--- config.mk ---
export PLATFORM = sky130hd
export DESIGN_NAME = lbe_ctrl
export DESIGN_NICKNAME = d
export VERILOG_FILES = /design/src/rtl/lbe_pkg.sv /design/src/rtl/lbe_ctrl.sv
export SDC_FILE = /design/constraint.sdc
export NUM_CORES = 1
export LEC_CHECK = 0
export BUFFER_PORTS_ARGS = -buffer_cell sky130_fd_sc_hd__buf_2
export CAP_MARGIN = 20
export CORE_ASPECT_RATIO = 2
export CORE_MARGIN = 2
export CORE_UTILIZATION = 41
export CTS_CLUSTER_DIAMETER = 50
export DETAILED_ROUTE_END_ITERATION = 10
export GPL_TIMING_DRIVEN = 0
export HOLD_SLACK_MARGIN = 0.08
export PLACE_DENSITY = 0.79
export SETUP_SLACK_MARGIN = 0.15
export SLEW_MARGIN = 10
export SYNTH_ARGS = -nofsm -noshare
export SYNTH_HDL_FRONTEND = slang
export SYNTH_SLANG_ARGS = --single-unit
--- constraint.sdc ---
create_clock -name clk -period 2.44 [get_ports clk]
set_input_delay 0.122 -clock clk [delete_from_list [all_inputs] [get_ports clk]]
set_output_delay 0.122 -clock clk [all_outputs]
set_load 0.02 [all_outputs]
--- src/rtl/lbe_pkg.sv ---
// ----------------------------------------------------------------------------
// lbe_pkg
// Shared types and constants of the landmark lower bound engine: table
// geometry, table entry layout and the request words between the modules.
// ----------------------------------------------------------------------------
package lbe_pkg;

	localparam int MAX_LANDMARKS = 16;
	localparam int MAX_STOPS     = 4096;
	localparam int DUR_BITS      = 20;
	localparam int LM_BITS       = $clog2(MAX_LANDMARKS);
	localparam int STOP_BITS     = $clog2(MAX_STOPS);
	localparam int ADDR_BITS     = LM_BITS + STOP_BITS;
	localparam int CNT_BITS      = $clog2(MAX_LANDMARKS + 1);
	localparam int CFG_BITS      = 5;

	localparam logic [CNT_BITS-1:0] LM_LIMIT = CNT_BITS'(MAX_LANDMARKS);

	typedef enum logic [1:0] {
		ST_CLEAR,
		ST_IDLE,
		ST_READ,
		ST_DRAIN
	} state_t;

	typedef enum logic {
		FUNC_WRITE = 1'b0,
		FUNC_QUERY = 1'b1
	} func_t;

	typedef enum logic {
		DIR_TO_LM   = 1'b0,
		DIR_FROM_LM = 1'b1
	} dir_t;

	typedef struct packed {
		logic                known;
		logic [DUR_BITS-1:0] dur;
	} entry_t;

	typedef struct packed {
		logic                 valid;
		logic                 dir;
		logic [ADDR_BITS-1:0] addr;
		entry_t               entry;
	} wr_req_t;

	typedef struct packed {
		logic                 valid;
		logic [LM_BITS-1:0]   lm;
		logic [STOP_BITS-1:0] s1;
		logic [STOP_BITS-1:0] s2;
	} rd_req_t;

	typedef struct packed {
		logic   valid;
		entry_t to_a;
		entry_t to_b;
		entry_t from_a;
		entry_t from_b;
	} rd_data_t;

endpackage

--- src/rtl/lbe_ctrl.sv ---
// ----------------------------------------------------------------------------
// lbe_ctrl
// Sequencer: waits out the table clear, takes commands, walks the landmarks
// of a query one per cycle and emits the result word.
// ----------------------------------------------------------------------------
module lbe_ctrl (
	input  logic                          clk,
	input  logic                          arst_n,
	input  logic                          start,
	input  logic                          func,
	input  logic [lbe_pkg::LM_BITS-1:0]   landmark_index,
	input  logic [lbe_pkg::STOP_BITS-1:0] stop_index,
	input  logic [lbe_pkg::STOP_BITS-1:0] second_stop,
	input  logic                          direction,
	input  logic [lbe_pkg::DUR_BITS-1:0]  duration_value,
	input  logic                          duration_known,
	input  logic [lbe_pkg::CFG_BITS-1:0]  landmarks_in_use,
	input  logic                          clearing,
	input  logic [lbe_pkg::DUR_BITS-1:0]  best,
	output logic                          busy,
	output logic                          clr_best,
	output lbe_pkg::wr_req_t              wr,
	output lbe_pkg::rd_req_t              rd,
	output logic                          done,
	output logic [lbe_pkg::DUR_BITS-1:0]  lower_bound
);
	import lbe_pkg::*;

	state_t               state_q, state_d;
	logic [CNT_BITS-1:0]  lm_cnt_q;
	logic [CNT_BITS-1:0]  n_q;
	logic [1:0]           drain_q;
	logic [STOP_BITS-1:0] s1_q, s2_q;
	logic                 done_q;
	logic [DUR_BITS-1:0]  lb_q;
	logic                 accept, issue, finish;
	logic [CNT_BITS-1:0]  n_clamped;

	assign n_clamped = (landmarks_in_use > CFG_BITS'(MAX_LANDMARKS)) ? LM_LIMIT
		: CNT_BITS'(landmarks_in_use);

	always_comb begin
		state_d = state_q;
		unique case (state_q)
			ST_CLEAR: begin
				if (!clearing) begin
					state_d = ST_IDLE;
				end
			end
			ST_IDLE: begin
				if (start && func == FUNC_QUERY) begin
					state_d = ST_READ;
				end
			end
			ST_READ: begin
				if (lm_cnt_q >= n_q) begin
					state_d = ST_DRAIN;
				end
			end
			ST_DRAIN: begin
				if (drain_q == 2'd2) begin
					state_d = ST_IDLE;
				end
			end
			default: state_d = ST_CLEAR;
		endcase
	end

	always_comb begin
		busy     = (state_q != ST_IDLE);
		accept   = start && (state_q == ST_IDLE);
		clr_best = accept && func == FUNC_QUERY;
		issue    = (state_q == ST_READ) && (lm_cnt_q < n_q);
		finish   = (state_q == ST_DRAIN) && (drain_q == 2'd2);
		wr.valid = accept && func == FUNC_WRITE;
		wr.dir   = direction;
		wr.addr  = {landmark_index, stop_index};
		wr.entry = duration_known ? entry_t'{known: 1'b1, dur: duration_value} : '0;
		rd.valid = issue;
		rd.lm    = lm_cnt_q[LM_BITS-1:0];
		rd.s1    = s1_q;
		rd.s2    = s2_q;
	end

	always_ff @(posedge clk or negedge arst_n) begin
		if (!arst_n) begin
			state_q  <= ST_CLEAR;
			lm_cnt_q <= '0;
			n_q      <= '0;
			drain_q  <= '0;
			done_q   <= 1'b0;
		end else begin
			state_q <= state_d;
			done_q  <= finish;
			if (clr_best) begin
				lm_cnt_q <= '0;
				n_q      <= n_clamped;
				drain_q  <= '0;
			end else begin
				if (issue) begin
					lm_cnt_q <= lm_cnt_q + CNT_BITS'(1);
				end
				if (state_q == ST_DRAIN) begin
					drain_q <= drain_q + 2'd1;
				end
			end
		end
	end

	always_ff @(posedge clk) begin
		if (clr_best) begin
			s1_q <= stop_index;
			s2_q <= second_stop;
		end
		if (finish) begin
			lb_q <= best;
		end
	end

	assign done        = done_q;
	assign lower_bound = lb_q;

endmodule

---- After elaboration in Yosys (flattened, before gate mapping) ----
Cells that the tools add are included.
cells by class
  eq/ne operators ......................... 9
  muxes and demuxes ....................... 11
  reduce and logical (&&, ||, !) cells .... 10
  add/sub/neg operators ................... 2
  bitwise gates (word level) .............. 1
  $lt $le $gt $ge ......................... 3
operators by type and width
  operator               count
  $mux W21               1
  $mux W5                3
  $mux W2                6
  $ne A2 B2 Y1 const B   4
  $pmux W2 S4            1
  $eq A2 B2 Y1 const B   3
  $logic_and A1 B1 Y1    6
  $add A5 B1 Y5 const B  1
  $ge A5 B5 Y1           1
  $gt A5 B5 Y1 const B   1
  $lt A5 B5 Y1           1
  $reduce_and A4 Y1      1
  $reduce_bool A2 Y1     2
  $add A2 B1 Y2 const B  1
  $eq A2 B1 Y1 const B   1
  $logic_not A2 Y1       1
  $ne A2 B1 Y1 const B   1
  $not A1 Y1             1
word-level totals
  bits in registers ....................... 59
  word-level logic and storage cells ...... 44

---- Longest topological paths before layout ----
  word-level depth ........................ 4
  depth in mapped cells ................... 6
  gate-level depth less buffers ........... 6

---- Worst setup path after synthesis ----
Ideal clock, no wire load.
  path type ............................... reg2reg
  start point ............................. reg state_q[1]
  end point ............................... reg s1_q[0], enable pin
  required time ........................... 2.064 ns
  cell stages (with the launch flop) ...... 6
  arrival time ............................ 1.449 ns
  path slack .............................. 0.615 ns
  path through ............................ dfrtp_1 > inv_1 > ha_1 > nand3_1 > inv_1 > buf_2
between the ends
  longest elaborated chain between the ends .. 3
ends and longest elaborated chain
  element                 RTL line         text
  start, declared         lbe_ctrl.sv:29   state_t state_q, state_d;
  start signal, assigned  lbe_ctrl.sv:93   state_q <= state_d;
  $eq A2 B1 Y1            lbe_ctrl.sv:71   accept = start && (state_q == ST_IDLE);
  $logic_and A1 B1 Y1     lbe_ctrl.sv:71
  $logic_and A1 B1 Y1     lbe_ctrl.sv:72   clr_best = accept && func == FUNC_QUERY;
  net clr_best            lbe_ctrl.sv:21   output logic clr_best,
  end signal, assigned    lbe_ctrl.sv:112  s1_q <= stop_index;
  end, declared           lbe_ctrl.sv:33   logic [STOP_BITS-1:0] s1_q, s2_q;
The timed path passes the listed nets, and every way through them passes these cells.
A chain may end at the register's enable or synchronous reset.

---- Final worst setup path ----
  start point ............................. reg state_q[1]
  end point ............................... out clr_best
between the ends
  longest elaborated chain between the ends .. 3
ends and longest elaborated chain
  element              RTL line
  $eq A2 B1 Y1         lbe_ctrl.sv:71
  $logic_and A1 B1 Y1  lbe_ctrl.sv:71
  $logic_and A1 B1 Y1  lbe_ctrl.sv:72
  end, declared        lbe_ctrl.sv:21
No other way between the ends.

==> impl_metrics.env <==
export IMPL_yosys_warnings=0
export IMPL_hold_violations=0
export IMPL_cts_tree="done"
export IMPL_max_clock_freq_ghz=0.468
export IMPL_ys_types=24
export IMPL_synth_top_cells_by_area="edfxtp_1 (52%), dfrtp_1 (15%), buf_4 (6.8%), ha_1 (5.9%), and2_1 (5.2%)"
export IMPL_syn_inst=181
export IMPL_utilization=0.703
export IMPL_drt_iter0_drc=78
export IMPL_clock_skew_ns=0.00465
export IMPL_antenna_found_initial=0
export IMPL_path_common_cell="inv_1"
export IMPL_ys_async_sr_fraction=0.254
export IMPL_crit_arrival_ns=2.02
export IMPL_tns_ns=0
export IMPL_layout_worst_path_cycle_share=0.876
export IMPL_wl_per_cell_um=15.0
export IMPL_finalCriticalPeriod_ns=2.14
export IMPL_crit_chain="inv_1 -> ha_1 -> nand3_1 -> inv_1 -> buf_8 -> buf_2"
export IMPL_clk_pin_slew_ns=0.05
export IMPL_die_w_um=59.5
export IMPL_synth_nets=273
export IMPL_syn_to_final_growth_pct=67.1
export IMPL_rows=40
export IMPL_diodes=0
export IMPL_clk_latency_ns=0.33
export IMPL_ant_nets=0
export IMPL_gp_routability_congestion=0.855
export IMPL_vias_per_cell=4.66
export IMPL_netlist_area_leader_share=0.523
export IMPL_drive_above_1_share=0.499
export IMPL_placement_io_buffers=164
export IMPL_drc_errors=0
export IMPL_slowest_delay_ns=0.42
export IMPL_outcome="finished, final reports clean"
export IMPL_grt_total_usage=0.216
export IMPL_worst_pin_slew_ns=0.882
export IMPL_cts_root_buf="clkbuf_16"
export IMPL_crit_type="reg -> out"
export IMPL_synth_avg_cell_area_um2=14.0
export IMPL_nets=498
export IMPL_coreArea_um2=6010
export IMPL_synthTopCellsByCount="edfxtp_1 (44), buf_4 (23), and2_1 (21)"
export IMPL_critical_path_slowest_cell="dfrtp_1"
export IMPL_grt_max_degree=35
export IMPL_top_level_ports=171
export IMPL_power_leakage_nw=2.04
export IMPL_pre_cts_ws_ns=0.253
export IMPL_post_synth_top_count_cell="edfxtp_1"
export IMPL_cts_sinks=59
export IMPL_setup_slack_ns=0.303
export IMPL_grt_overflow_total=0
export IMPL_cts_inserted_buffers=9
export IMPL_ys_seq_area_frac=0.672
export IMPL_vias=2211
export IMPL_drt_first_pass_iters=6
export IMPL_startpoint_type="flop"
export IMPL_p_total_mw=3.83
export IMPL_synth_top_cell_by_area="edfxtp_1"
export IMPL_setup_viol=0
export IMPL_path_max_fanout=34
export IMPL_drv_slew=0
export IMPL_fp_dieArea_um2=6840
export IMPL_grt_pass1_vias=2291
export IMPL_hp_class="in -> reg"
export IMPL_synth_seq_cells=59
export IMPL_syn_area_um2=2530
export IMPL_finalNonFillerCells=474
export IMPL_rsz0062_at_grt="false"
export IMPL_endpoint_kind="output pin"
export IMPL_h_tree_depth=3
export IMPL_routed_wl_um=7110
export IMPL_post_dp_hpwl_um=4580
export IMPL_power_density_nw_per_um2=906
export IMPL_ff2ff_setup_slack_ns=0.57
export IMPL_placed_cells=408
export IMPL_grt_pass1_wl_um=10600
export IMPL_maxSlewHeadroom=0.412
export IMPL_die_y_um=115
export IMPL_peakVddDrop_uv=470
export IMPL_start_util=0.421
export IMPL_cap_violations=0
export IMPL_post_cts_buffers=0
export IMPL_cts_buffer_depth=2
export IMPL_synth_edf_count=44
export IMPL_worstPathRequired_ns=2.32
export IMPL_dominantRegCellSynth="edfxtp_1"
-- sequential cells by signal (all words and copies together), names as in the netlist --
register	count
lower_bound	20
s1_q	12
s2_q	12
lm_cnt_q	5
n_q	5
drain_q	2
state_q	2
done	1
-- final timing paths --
check,cells after the start,start,endpoint
max,6,state_q[1],clr_best
min in group asynchronous,2,arst_n,lm_cnt_q[2]
min reg2reg,2,n_q[0],n_q[0]
min,4,clearing,state_q[0]
max in group asynchronous,2,arst_n,n_q[4]
max reg2reg,5,lm_cnt_q[2],state_q[1]
-- where the power goes --
| group | switching [mW] | leakage [nW] | internal (mW) | total, mW |
|---|---|---|---|---|
| logic | 0.716 | 1.30 | 0.504 | 1.22 |
| clock network | 0.409 | 0.141 | 0.778 | 1.19 |
| registers | 0.109 | 0.593 | 1.31 | 1.42 |
-- stage by stage --
step / area (µm²) / hold slack (ns)
floorplan: 2530 / -0.174
global placement: 3430 / 0.0518
detailed placement: 3430 / 0.0524
CTS: 4210 / 0.202
global route: 4220 / 0.242
finish: 4220 / 0.211
-- logic make-up (layout without fill, tap and decap cells) --
logic type | after synthesis | count (layout) | share of synthesized area
buf+inv | 40 | 270 | 0.0941
simple gates | 45 | 45 | 0.0991
flops | 59 | 59 | 0.672
mux | 4 | 4 | 0.0163
xor+xnor | 1 | 1 | 0.00347
compound gates | 20 | 20 | 0.0560
fa+ha+maj | 12 | 12 | 0.0594
-- what timing repair did --
action / in CTS / in global routing
endpoints found under the setup margin: 1 / 1
pin swaps: 0 / 0
endpoints found under the hold margin: 64 / 0
hold buffers: 50 / 0
gates resized for setup: 1 / 2
-- cell usage in the layout, fill, tap and decap left out, drive strengths merged --
| master | count |
|---|---|
| a21oi | 6 |
| a222oi | 1 |
| and2 | 21 |
| buf | 188 |
| bufinv | 1 |
| clkbuf | 12 |
| clkinv | 5 |
| dfrtp | 15 |
| dlygate4sd3 | 50 |
| edfxtp | 44 |
| ha | 12 |
| inv | 14 |
| mux2 | 1 |
| mux2i | 3 |
| nand2 | 9 |
| nand3 | 1 |
| nand3b | 4 |
| nand4 | 1 |
| nor2 | 5 |
| o2111ai | 3 |
| o21ai | 10 |
| or3 | 4 |
| xnor2 | 1 |
-- critical path, delay by kind of cell (launching register included) --
| family | cells | cell delay [ns] |
|---|---|---|
| simple gates | 1 | 0.19 |
| flops | 1 | 0.42 |
| fa+ha+maj | 1 | 0.23 |
| buf+inv | 4 | 0.84 |
-- area by class of cell --
type | instances | area [µm²]
fillers | 421 | 1780
well taps | 63 | 78.8
clock buffers | 10 | 229
flip-flops and latches | 59 | 1700
inverters | 14 | 52.6
plain buffers | 26 | 195
multi-input cells | 82 | 592
repair buffers | 214 | 1320
clock inverters | 6 | 56.3
-- routing by layer --
metal  share of wire  up-vias  global-route usage
li1                -     1057                   -
met1            0.31     1017               0.192
met2            0.59      123               0.419
met3           0.070       14              0.0495
met4           0.027        0               0.113
met5               0        -                   0
Power figures use the tool's default switching activity.
