<file path="config.mk">
export PLATFORM = sky130hd
export DESIGN_NAME = lbe_accum
export DESIGN_NICKNAME = d
export VERILOG_FILES = /design/src/rtl/lbe_pkg.sv /design/src/rtl/lbe_accum.sv
export SDC_FILE = /design/constraint.sdc
export NUM_CORES = 1
export LEC_CHECK = 0
export ABC_AREA = 1
export BUFFER_PORTS_ARGS = -buffer_cell sky130_fd_sc_hd__buf_2
export CAP_MARGIN = 20
export CELL_PAD_IN_SITES_DETAIL_PLACEMENT = 1
export CELL_PAD_IN_SITES_GLOBAL_PLACEMENT = 1
export CORE_AREA = 2 2 142 144
export DETAILED_ROUTE_END_ITERATION = 10
export DIE_AREA = 0 0 144 146
export PLACE_DENSITY = 0.7
export SLEW_MARGIN = 10
export SYNTH_ARGS = -nofsm -noshare
export SYNTH_HDL_FRONTEND = slang
export SYNTH_SLANG_ARGS = --single-unit
export TNS_END_PERCENT = 30
</file>
<file path="constraint.sdc">
create_clock -name clk -period 4.17 [get_ports clk]
set_clock_uncertainty 0.15 [all_clocks]
set_input_delay 0.6255 -clock clk [delete_from_list [all_inputs] [get_ports clk]]
set_output_delay 0.6255 -clock clk [all_outputs]
set_load 0.03 [all_outputs]
</file>
<file path="src/rtl/lbe_pkg.sv">
// ----------------------------------------------------------------------------
// lbe_pkg
// Shared types and constants of the landmark lower bound engine: table
// geometry, table entry layout and the request words between the modules.
// ----------------------------------------------------------------------------
package lbe_pkg;

	localparam int MAX_LANDMARKS = 16;
	localparam int MAX_STOPS     = 4096;
	localparam int DUR_BITS      = 20;
	localparam int LM_BITS       = $clog2(MAX_LANDMARKS);
	localparam int STOP_BITS     = $clog2(MAX_STOPS);
	localparam int ADDR_BITS     = LM_BITS + STOP_BITS;
	localparam int CNT_BITS      = $clog2(MAX_LANDMARKS + 1);
	localparam int CFG_BITS      = 5;

	localparam logic [CNT_BITS-1:0] LM_LIMIT = CNT_BITS'(MAX_LANDMARKS);

	typedef enum logic [1:0] {
		ST_CLEAR,
		ST_IDLE,
		ST_READ,
		ST_DRAIN
	} state_t;

	typedef enum logic {
		FUNC_WRITE = 1'b0,
		FUNC_QUERY = 1'b1
	} func_t;

	typedef enum logic {
		DIR_TO_LM   = 1'b0,
		DIR_FROM_LM = 1'b1
	} dir_t;

	typedef struct packed {
		logic                known;
		logic [DUR_BITS-1:0] dur;
	} entry_t;

	typedef struct packed {
		logic                 valid;
		logic                 dir;
		logic [ADDR_BITS-1:0] addr;
		entry_t               entry;
	} wr_req_t;

	typedef struct packed {
		logic                 valid;
		logic [LM_BITS-1:0]   lm;
		logic [STOP_BITS-1:0] s1;
		logic [STOP_BITS-1:0] s2;
	} rd_req_t;

	typedef struct packed {
		logic   valid;
		entry_t to_a;
		entry_t to_b;
		entry_t from_a;
		entry_t from_b;
	} rd_data_t;

endpackage

</file>
<file path="src/rtl/lbe_accum.sv">
// ----------------------------------------------------------------------------
// lbe_accum
// Forms the two triangle-inequality differences of one landmark and keeps
// the running maximum over the landmarks of a query.
// ----------------------------------------------------------------------------
module lbe_accum (
	input  logic                        clk,
	input  logic                        arst_n,
	input  logic                        clr_best,
	input  lbe_pkg::rd_data_t           rd_data,
	output logic [lbe_pkg::DUR_BITS-1:0] best
);
	import lbe_pkg::*;

	logic                v_s2;
	logic [DUR_BITS-1:0] d_to_s2, d_from_s2;
	logic [DUR_BITS-1:0] d_to, d_from, d_max;
	logic [DUR_BITS-1:0] best_q;

	always_comb begin
		d_to   = '0;
		d_from = '0;
		if (rd_data.to_a.known && rd_data.to_b.known &&
			rd_data.to_a.dur > rd_data.to_b.dur) begin
			d_to = rd_data.to_a.dur - rd_data.to_b.dur;
		end
		if (rd_data.from_b.known && rd_data.from_a.known &&
			rd_data.from_b.dur > rd_data.from_a.dur) begin
			d_from = rd_data.from_b.dur - rd_data.from_a.dur;
		end
	end

	always_ff @(posedge clk or negedge arst_n) begin
		if (!arst_n) begin
			v_s2 <= 1'b0;
		end else begin
			v_s2 <= rd_data.valid;
		end
	end

	always_ff @(posedge clk) begin
		d_to_s2   <= d_to;
		d_from_s2 <= d_from;
	end

	always_comb begin
		d_max = (d_to_s2 > d_from_s2) ? d_to_s2 : d_from_s2;
	end

	always_ff @(posedge clk or negedge arst_n) begin
		if (!arst_n) begin
			best_q <= '0;
		end else if (clr_best) begin
			best_q <= '0;
		end else if (v_s2 && d_max > best_q) begin
			best_q <= d_max;
		end
	end

	assign best = best_q;

endmodule

</file>
* Yosys cells after proc, flatten, opt, wreduce, memory -nomap -nowiden
Index checks and enable logic that the tools add are counted.
** Cells by class
- $add $sub $neg :: 2
- Magnitude comparators :: 4
- Multiplexer cells :: 3
- Reduce and logical (&&, ||, !) cells :: 6
** Operators with widths (count)
- > comparator 20 bit :: 4
- two-way mux 20 bit :: 3
- subtractor 20 bit :: 2
- logical AND 1 bit :: 5
- nonzero test 2 bit :: 1
** Word-level totals
- Register bits :: 61
- Input port bits :: 88
- Output and inout bits :: 20

* Logic depth before layout (Yosys ltp)
Gate-level depths: netlist (run 1).
- Depth after elaboration :: 6
- Gate-level depth with buffers :: 28

* Worst setup path before layout (run 1)
OpenSTA, ideal clock, no wires.
- Path type :: register to register
- From :: reg d_from_s2[19]
- To :: reg best_q[0] (netlist: best[0])
- Arrival :: 2819 ps
- Data required time :: 3955 ps
- Slack :: 1136 ps
- Cell stages (with the launch flop) :: 24
- Buffers on the path :: 2
- Clock period less this slack :: 3034 ps
- Cell sequence :: dfxtp_1 inv_1 ha_1 nand2_1 nor2_1 nand2_1 nor2_1 o21ai_0 nand3_1 buf_4 nand3b_1 and2_1 ha_1 nand2_1 nor2_1 nand2_1 nor2_1 nand2_1 nand3_1 nand2_1 nor2_1 buf_2 nand3_1 nand2_1
** On the way
- Longest elaborated chain between the ends :: 5
- Elaborated cells between the ends (all ways) :: 7
- Classes of those cells :: 2 x order compare; 3 x mux; 2 x reduce/logical
** RTL lines
- start, declared :: line lbe_accum.sv:16 : logic [DUR_BITS-1:0] d_to_s2, d_from_s2;
- start signal, assigned :: line lbe_accum.sv:43 : d_from_s2 <= d_from;
- > comparator 20 bit :: line lbe_accum.sv:47 : d_max = (d_to_s2 > d_from_s2) ? d_to_s2 : d_from_s2;
- two-way mux 20 bit * :: line lbe_accum.sv:47
- > comparator 20 bit :: line lbe_accum.sv:55 : end else if (v_s2 && d_max > best_q) begin
- logical AND 1 bit :: line lbe_accum.sv:55
- nonzero test 2 bit (no line)
- end signal, assigned :: line lbe_accum.sv:56 : best_q <= d_max;
- end, declared :: line lbe_accum.sv:18 : logic [DUR_BITS-1:0] best_q;
Mark *: on every way between the ends. The rest lies on a longest branch, timed or not. The select of a mux whose other input is x is not followed.
A chain may end at the register's enable or synchronous reset.

* Worst setup path after layout (run 1)
- From :: reg d_from_s2[16]
- To :: reg best_q[19] (netlist: best[19])
Same word-level chain as after synthesis.

==> results of run 1 <==
==> per-stage QoR <==
stage               worst slack, ns  utilization [%]
global route                -0.0102             37.0
floorplan                      1.14                -
detailed placement            0.174             35.2
CTS                           0.155             36.9
finish                        0.451             37.0
global placement              0.414             35.2
==> registers in the layout, summed over array words and instances (netlist names) <==
| signal | flops |
|---|---|
| d_from_s2 | 20 |
| d_to_s2 | 20 |
| v_s2 | 1 |
| best | 20 |
==> per-layer routing <==
| metal | GRT usage [%] | vias to the layer above |
|---|---|---|
| met2 | 27.6 | 112 |
| met1 | 26.1 | 2740 |
| met5 | 0 | - |
| li1 | - | 3130 |
| met4 | 4.51 | 0 |
| met3 | 2.96 | 18 |
==> cell usage after synthesis (9+ instances only) <==
cell,n
dfrtp_1,21
nand2_1,253
o21ai_0,18
and2_1,19
nand4_1,11
nor2_1,63
a21oi_1,70
inv_1,169
dfxtp_1,40
nand3b_1,21
nor2_2,9
a21o_1,10
xor2_1,13
nand3_1,57
ha_1,80
==> area by class of cell <==
type	instances	area, µm²	area share (%)
clock buffer	9	225	3.15
clock inverter	7	104	1.45
inverter	171	642	8.97
multi-input combinational	672	3940	55.0
sequential	61	1330	18.5
tap	265	332	4.63
timing repair buffer	114	592	8.27
==> power groups by stage <==
stage	Clock [W]	Sequential (W)	Combinational, W
finish	0.000830	0.000759	0.00192
global route	0.000870	0.000771	0.00222
CTS	0.000846	0.000761	0.00193
global placement	0	0.000772	0.00185
floorplan	0	0.000901	0.00125
detailed placement	0	0.000773	0.00192
==> critical path, stage by stage, from the launching register on <==
cell	delay, ns
dfxtp_1	0.30
inv_1	0.09
ha_1	0.30
nand2_1	0.06
nor2_1	0.15
nand2_1	0.11
nor2_1	0.14
nand4_1	0.13
nand2_1	0.10
buf_4	0.23
nand2_1	0.11
and2_1	0.15
ha_1	0.28
nand2_1	0.08
nor2_1	0.16
nand2_1	0.10
nor2_1	0.16
nand2_1	0.08
nand3_1	0.12
nand2_1	0.06
nor2_1	0.12
buf_6	0.21
nand3_1	0.14
nand2_1	0.09
==> worst paths after layout <==
kind / slack [ns] / end / start / depth (start not counted)
max: 0.45 / best[19] / d_from_s2[16] / 23
min: 0.09 / best[12] / arst_n / 1
max reg2reg: 0.45 / best[19] / d_from_s2[16] / 23
min reg2reg: 0.35 / best[12] / best[12] / 2
max in group asynchronous: 3.43 / best[5] / arst_n / 1
min in group clk: 0.24 / v_s2 / rd_data[84] / 1
==> cells by family (layout without fill, tap and decap cells) <==
kind of cell,count (synthesis),in the layout,synth area share [%]
AND/OR/NAND/NOR,461,461,35.3
flip-flops,61,61,22.2
XOR/XNOR,17,17,2.49
adder cells (fa/ha/maj),82,82,17.4
buffers and inverters,183,301,12.1
AO/OA/AOI/OAI,112,112,10.4
==> cells in the final DEF, fill, tap and decap left out, types with 3 or more instances in the layout <==
master     Yosys  final
nand3_2        3      4
dfxtp_1       40     40
buf_2          6    107
o21ai_0       18     18
nor2_2         9      9
nand2_2        3      3
and2_1        19     19
ha_1          80     80
nand2_1      253    253
clkbuf_16      0      9
nor3_1         8      8
nand4_1       11     11
xnor2_1        4      4
a21oi_1       70     69
nand3b_1      21     21
o21bai_1       6      6
a21o_1        10     10
xor2_1        13     13
buf_4          2      6
inv_6          0      4
nor2_1        63     63
nand3_1       57     56
nor2_4         5      5
dfrtp_1       21     21
inv_1        169    169
==> timing repair <==
item	in CTS	in global routing
endpoints found under the setup margin	0	20
resized for setup	0	3
buffers inserted	0	1
==> results.txt, run 1 <==
status = finished clean
max-slew violations = 0
antenna violations before repair = 0
CP max FO = 20
height of the die = 146 µm
max layer used = met4
Routed met3 length = 621 µm
Synth async-reset ratio = 34.4%
share of the synthesized area in the top cell type = 16.7%
DRC violations left = 0
vias in the first global route = 6,089
Synth area leader = ha_1
TritonRoute pass-1 iters = 4
critical path required time = 4.31 ns
Filler cells = 2,547
setup_tns = 0 ns
Hold-fix buffers, CTS = 0
IO Port Bufs = 107
Hold Crit Class = primary input to async pin
met2 wire len = 7780 µm
Final nets = 1,199
sw frac = 45.8%
Max-Cap Viols = 0
CTS tree = yes
initial core utilization = 30.9%
largest net degree at the start of global routing = 22
htree depth = 3
Hold Fails Final Rpt = 0
largest cells by area after synthesis = ha_1 (17%), nand2_1 (16%), dfxtp_1 (13%)
post-route ant nets = 0
Mapped Nets = 1,086
placer congestion estimate = 0.853
Final Setup Violations = 0
Final Cell Area = 7160 µm²
via/cell ratio = 4.62
Power, Total = 0.00351 W
DIE AREA = 21,000 µm²
Internal = 0.00190 W
share of cells above drive strength 1 = 15.9%
vias = 6,000
Seq cells post-synth = 61
worst-skew pair later-pin latency = 0.35 ns
CTS Buf Count = 9
P_sw = 0.00161 W
per-cell routed wire length = 13.9 µm
Ports = 108
area of placed instances = 6810 µm²
nature of the critical path endpoint = flip-flop
Cell Count, Final, Fillers Out = 1,299
post-DP HPWL = 15,700 µm
area grow syn2layout = 19.7%
worst-margin pin slew = 0.503 ns
Critical Path Start Type = flip-flop
clk buf depth = 2
Pleak = 4.02 nW
DR iter-0 viols = 265
Final min period = 3.72 ns
chip width = 144 µm
Diodes inserted = 0
area of the core = 19,300 µm²
Cell Area, Synth = 5980 µm²
fmax = 269 MHz
placed cell count = 1,282
relative slew slack = 66.1%
Seq/Total Area, Yosys = 22.2%
Site Rows = 51
syn_area_per_cell = 6.53 µm²
Reg power frac = 21.6%
clk root buf = clkbuf_16
Hold Worst Slack = 0.0943 ns
CTS sink count = 61
CP Class = flip-flop to flip-flop
Total GRT Usage = 18.0%
clock power share = 23.6%
CTS clk-pin slew, worst paths = 0.06 ns
Peak VDD IR = 0.238 mV
Yosys cell types = 42
EDFF count, synth = 0
Top FF cell, synth = dfxtp_1
Final Cycle Share = 89.2%
PwrDens = 491 nW/µm²
post-synthesis instance total = 916
Total Wirelength = 18,100 µm
Arr. time, crit path = 3.86 ns
Ys Warns = 0
Comb pwr share = 54.8%
first-pass GRT wire length = 30,100 µm
WL met1 = 9410 µm
gr ovfl total = 0
No activity file was read; power rests on OpenSTA's default activity.
==> run 2, diff against run 1 <==
==> constraint.sdc (replaced) <==
create_clock -name clk -period 4.17 [get_ports clk]
set_clock_uncertainty 0.15 [all_clocks]
set_input_delay 0.2085 -clock clk [delete_from_list [all_inputs] [get_ports clk]]
set_output_delay 0.2085 -clock clk [all_outputs]
set_load 0.03 [all_outputs]
==> results.txt, run 2 (synthesis gave the netlist of run 1 again) <==
status = finished with violations
failing checks = hold timing
Total Wirelength = 18,100 µm (+0.19%)
CTS sink count = 61 (unchanged)
vias in the first global route = 6,090 (+0.016%)
post-route ant nets = 0 (unchanged)
Comb pwr share = 54.8% (about the same)
largest net degree at the start of global routing = 22 (unchanged)
worst-margin pin slew = 0.540 ns (+0.0365 ns)
DRC violations left = 0 (unchanged)
placed cell count = 1,282 (unchanged)
critical path required time = 4.31 ns (about the same)
sw frac = 45.8% (about the same)
footprint of the multi-input gates = 3940 µm² (unchanged)
antenna violations before repair = 0 (unchanged)
vias = 5,996 (-0.067%)
Final Cell Area = 7180 µm² (+0.28%)
max-slew violations = 0 (unchanged)
DR iter-0 viols = 245 (-7.5%)
clock power share = 23.6% (about the same)
Cell Count, Final, Fillers Out = 1,301 (+0.15%)
Hold Fails Final Rpt = 2 (+2)
Filler cells = 2,546 (-0.039%)
Peak VDD IR = 0.237 mV (-0.44%)
area of the core = 19,300 µm² (unchanged)
Internal = 0.00191 W (about the same)
Max-Cap Viols = 0 (unchanged)
area grow syn2layout = 20.0%
first-pass GRT wire length = 30,200 µm (about the same)
area of placed instances = 6810 µm² (unchanged)
CP max FO = 20 (unchanged)
Reg power frac = 21.6% (about the same)
CTS Buf Count = 9 (unchanged)
clk root buf = clkbuf_16
nature of the critical path endpoint = flip-flop
Final min period = 3.74 ns (+0.0236 ns)
final core utilization = 37.1% (+0.10 points)
Site Rows = 51 (unchanged)
DIE AREA = 21,000 µm² (unchanged)
PwrDens = 490 nW/µm² (-0.25%)
clk buf depth = 2 (unchanged)
post-DP HPWL = 15,700 µm (unchanged)
htree depth = 3 (unchanged)
storage element area = 1330 µm² (unchanged)
Hold Crit Class = primary input to flip-flop
Pleak = 4.03 nW (+0.21%)
via/cell ratio = 4.61 (-0.22%)
placer congestion estimate = 0.853 (unchanged)
gr ovfl total = 0 (unchanged)
Hold Worst Slack = -0.00346 ns (-0.0977 ns)
CP Class = flip-flop to flip-flop
Final nets = 1,201 (+0.17%)
TritonRoute pass-1 iters = 4 (unchanged)
Final Cycle Share = 89.7% (+0.57 points)
Total GRT Usage = 18.0% (about the same)
commonest non-fill, non-tap cell in the layout = nand2_1
initial core utilization = 30.9% (unchanged)
commonest non-fill, non-tap cells in the layout = nand2_1 (253), inv_1 (169), buf_2 (107)
chip width = 144 µm (unchanged)
relative slew slack = 63.7% (-2.5 points)
Diodes inserted = 0 (unchanged)
IO Port Bufs = 107 (unchanged)
worst-skew pair later-pin latency = 0.35 ns (about the same)
Ports = 108 (unchanged)
per-cell routed wire length = 13.9 µm (about the same)
CTS clk-pin slew, worst paths = 0.06 ns (about the same)
CTS tree = yes
P_sw = 0.00161 W (about the same)
Critical Path Start Type = flip-flop
fmax = 267 MHz (-0.63%)
Final Setup Violations = 0 (unchanged)
height of the die = 146 µm (unchanged)
share of cells above drive strength 1 = 15.8% (-0.031 points)
Arr. time, crit path = 3.88 ns (+0.02 ns)
## run 2: timing repair
action | CTS | global route
hold endpoints to repair | 22 | 0
endpoints found under the setup margin | 0 | 20
hold buffers | 2 | 0
gates resized for setup | 0 | 3
setup buffers | 0 | 1
## run 2: layout make-up
cell class                      instances  share of cell area (%)
Inverter                              171                    8.94
Timing Repair Buffer                  116                    8.53
Multi-Input combinational cell        672                    54.8
Sequential cell                        61                    18.5
Clock buffer                            9                    3.14
Clock inverter                          7                    1.45
Tap cell                              265                    4.62
## run 2: path summary, 6_finish.rpt
check	start	endpoint	slack, ns	cells after the start
max	d_from_s2[16]	best[19]	0.43	23
min	clr_best	best[16]	-0.003	4
max reg2reg	d_from_s2[16]	best[19]	0.43	23
min reg2reg	best[12]	best[12]	0.35	2
max in group asynchronous	arst_n	best[5]	3.31	2
min in group asynchronous	arst_n	best[12]	0.21	2
## run 2: worst max-delay path: stages (launching register included)
cell and delay [ns]:
dfxtp_1 0.30, inv_1 0.09, ha_1 0.30, nand2_1 0.06, nor2_1 0.16, nand2_1 0.11
nor2_1 0.14, nand4_1 0.14, nand2_1 0.11, buf_4 0.23, nand2_1 0.11, and2_1 0.15
ha_1 0.28, nand2_1 0.08, nor2_1 0.16, nand2_1 0.10, nor2_1 0.16, nand2_1 0.08
nand3_1 0.12, nand2_1 0.06, nor2_1 0.12, buf_6 0.21, nand3_1 0.15, nand2_1 0.09
## run 2: routing by layer
layer	part of all wire [%]	vias to the layer above	global-route usage, %
met5	0	-	0
met3	2.8	20	2.96
met2	43	98	27.6
li1	-	3131	-
met1	53	2747	26.1
met4	1.4	0	4.51
## run 2: stage by stage
stage | TNS (ns) | worst slack [ns] | power (W)
2_1_floorplan | 0 | 1.14 | 0.00215
3_3_place_gp | 0 | 0.414 | 0.00263
3_5_place_dp | 0 | 0.174 | 0.00270
4_1_cts | 0 | 0.155 | 0.00354
5_1_grt | -0.0102 | -0.0102 | 0.00386
6_report | 0 | 0.428 | 0.00351
## run 2: power groups by stage
stage                     Sequential (W)  Combinational, W  Clock (W)
after floorplan                 0.000901           0.00125          0
after global placement          0.000772           0.00185          0
after detailed placement        0.000773           0.00192          0
after CTS                       0.000761           0.00193   0.000846
after global routing            0.000772           0.00222   0.000870
final                           0.000759           0.00193   0.000828
==> run 3, diff against run 2 <==
--- a/config.mk
+++ b/config.mk
@@ -10,9 +10,9 @@
 export CAP_MARGIN = 20
 export CELL_PAD_IN_SITES_DETAIL_PLACEMENT = 1
 export CELL_PAD_IN_SITES_GLOBAL_PLACEMENT = 1
-export CORE_AREA = 2 2 142 144
+export CORE_AREA = 2 2 159 130
 export DETAILED_ROUTE_END_ITERATION = 10
-export DIE_AREA = 0 0 144 146
+export DIE_AREA = 0 0 161 132
 export PLACE_DENSITY = 0.7
 export SLEW_MARGIN = 10
 export SYNTH_ARGS = -nofsm -noshare
==> results.txt, run 3 (synthesis gave the netlist of run 1 again) <==
post-route ant nets = 0 (unchanged)
post-DP HPWL = 16,300 µm (+3.4%)
clk buf depth = 2 (unchanged)
Final nets = 1,201 (unchanged)
sw frac = 48.2% (+2.4 points)
chip width = 161 µm (+12%)
CTS clk-pin slew, worst paths = 0.06 ns (about the same)
DRC violations left = 0 (unchanged)
post-route worst setup slack = 0.409 ns (-0.0184 ns)
TritonRoute pass-1 iters = 4 (unchanged)
footprint of the multi-input gates = 3930 µm² (-0.16%)
largest net degree at the start of global routing = 22 (unchanged)
Ports = 108 (unchanged)
clk root buf = clkbuf_16
CTS tree = yes
critical path cell sequence = inv_1, ha_1, nand2_1, nor2_1, nand2_1, nor2_1, nand4_1, nand2_1, buf_6, nand2_1, and2_1, ha_1, nand2_1, nor2_1, nand2_1, nor2_1, nand2_1, nand3_1, nand2_1, nor2_2, buf_4, nand3_1, nand2_1
relative slew slack = 64.3% (+0.56 points)
CTS sink count = 61 (unchanged)
worst-margin pin slew = 0.531 ns (-0.00832 ns)
max-slew violations = 0 (unchanged)
vias in the first global route = 6,099 (+0.15%)
CTS Buf Count = 9 (unchanged)
nature of the critical path endpoint = flip-flop
Register-to-Register Path Depth = 23 (unchanged)
commonest non-fill, non-tap cell in the layout = nand2_1
height of the die = 132 µm (-9.6%)
area grow syn2layout = 19.2%
Final min period = 3.76 ns (+0.0184 ns)
CP max FO = 16 (-20%)
htree depth = 3 (unchanged)
Final Setup Violations = 0 (unchanged)
Site Rows = 46 (-9.8%)
antenna violations before repair = 0 (unchanged)
Pleak = 4.00 nW (-0.73%)
Arr. time, crit path = 3.89 ns (about the same)
Filler cells = 2,563 (+0.67%)
Max-Cap Viols = 0 (unchanged)
Reg2Reg Setup Slack = 0.41 ns (-0.02 ns)
commonest non-fill, non-tap cells in the layout = nand2_1 (253), inv_1 (169), buf_2 (107)
Crit path largest cell delay = 0.31 ns (about the same)
fmax = 266 MHz (-0.49%)
Final Cycle Share = 90.2% (+0.44 points)
Diodes inserted = 0 (unchanged)
Hold Fails Final Rpt = 0 (-2)
Total Wirelength = 18,900 µm (+4.4%)
Comb pwr share = 57.4% (+2.6 points)
Internal = 0.00179 W (-6.1%)
Slowest-stage cell, CP = ha_1
final core utilization = 36.4% (-0.69 points)
per-cell routed wire length = 14.5 µm (+4.5%)
area of the core = 19,600 µm² (+1.2%)
Top cell by count, worst path = nand2_1
WHS Endpoint = best[16]
Top delay family on crit path = simple AND/OR/NAND/NOR gates
gr ovfl total = 0 (unchanged)
Post CTS Setup Buffer Count = 0 (unchanged)
P_sw = 0.00166 W (+3.3%)
setup_tns = 0 ns (unchanged)
Reg power frac = 22.1% (+0.5 points)
Hold Path Stages = 4 (unchanged)
storage element area = 1330 µm² (unchanged)
DIE AREA = 21,300 µm² (+1.1%)
via/cell ratio = 4.61 (about the same)
first-pass GRT wire length = 31,100 µm (+3.2%)
Hold Crit Class = primary input to flip-flop
placer congestion estimate = 0.910 (+6.6%)
clock power share = 20.5% (-3.1 points)
RR Startpoint = d_from_s2[19]
CP Class = flip-flop to flip-flop
post-place setup slack = 0.347 ns (+0.172 ns)
unrepaired setup endpoints after global routing = no
share of cells above drive strength 1 = 15.7% (-0.097 points)
Peak VDD IR = 0.260 mV (+9.5%)
critical path required time = 4.30 ns (about the same)
FF-to-FF End = best[9]
status = finished clean
Total GRT Usage = 18.1% (+0.15 points)
Critical Path Start Type = flip-flop
worst-skew pair later-pin latency = 0.34 ns (about the same)
Worst Path Buf+Inv = 3 (unchanged)
hold_sp = clr_best
IO Port Bufs = 107 (unchanged)
PwrDens = 484 nW/µm² (-1.1%)
initial core utilization = 30.6% (-0.37 points)
vias = 5,989 (-0.12%)
DR iter-0 viols = 257 (+4.9%)
run 3: changes by cell type in the layout (fill, tap and decap cells not counted), sizes merged:
cell and delta:
clkinv +1, clkinvlp +2, bufinv -2, inv -1
run 3: worst max path at each step:
| stage | slack [ns] | to | startpoint | cells after the start |
|---|---|---|---|---|
| 2_1_floorplan | 1.14 | best[0] | d_from_s2[19] | 23 |
| 3_3_place_gp | 0.46 | best[7] | d_to_s2[19] | 22 |
| 3_5_place_dp | 0.35 | best[10] | d_from_s2[19] | 23 |
| 4_1_cts | 0.30 | best[9] | d_from_s2[18] | 23 |
| 5_1_grt | 0.03 | best[9] | d_from_s2[19] | 23 |
| 6_report | 0.41 | best[9] | d_from_s2[19] | 23 |
run 3: power by group through the flow:
stage	logic (W)	registers, W	clock network (W)
2_1_floorplan	0.00125	0.000901	0
3_3_place_gp	0.00191	0.000772	0
3_5_place_dp	0.00196	0.000774	0
4_1_cts	0.00199	0.000762	0.000725
5_1_grt	0.00225	0.000776	0.000756
6_report	0.00198	0.000763	0.000708
run 3: worst min-delay path: stages:
cell     delay, ns
buf_2         0.11
nor2_2        0.07
nand3_1       0.07
nand2_1       0.04
run 3: per-stage QoR:
step	instances	power (W)	hold slack (ns)	area, µm²
finish	1300	0.00345	0.0507	7130
detailed placement	1282	0.00274	0.0696	6810
global route	1300	0.00378	0.0714	7130
floorplan	916	0.00215	-0.237	5980
CTS	1300	0.00347	0.0673	7120
global placement	1282	0.00268	0.0640	6810
run 3: cell type report:
class	count	share of cell area (%)
well taps	264	4.63
multi-input cells	672	55.1
inverters	171	9.00
repair buffers	116	8.64
flip-flops and latches	61	18.6
clock inverters	7	0.825
clock buffers	9	3.16
run 3: metal layers:
metal	global-route usage (%)	wire length, µm	up-vias
met5	0	0	-
met4	3.87	203	0
met3	2.96	771	12
li1	-	-	3133
met2	25.9	7490	123
met1	28.2	10400	2721
run 3: what timing repair did:
item / in CTS / in global routing
endpoints found under the setup margin: 0 / 17
gates resized for setup: 0 / 3
hold endpoints to repair: 22 / 0
hold buffers: 2 / 0
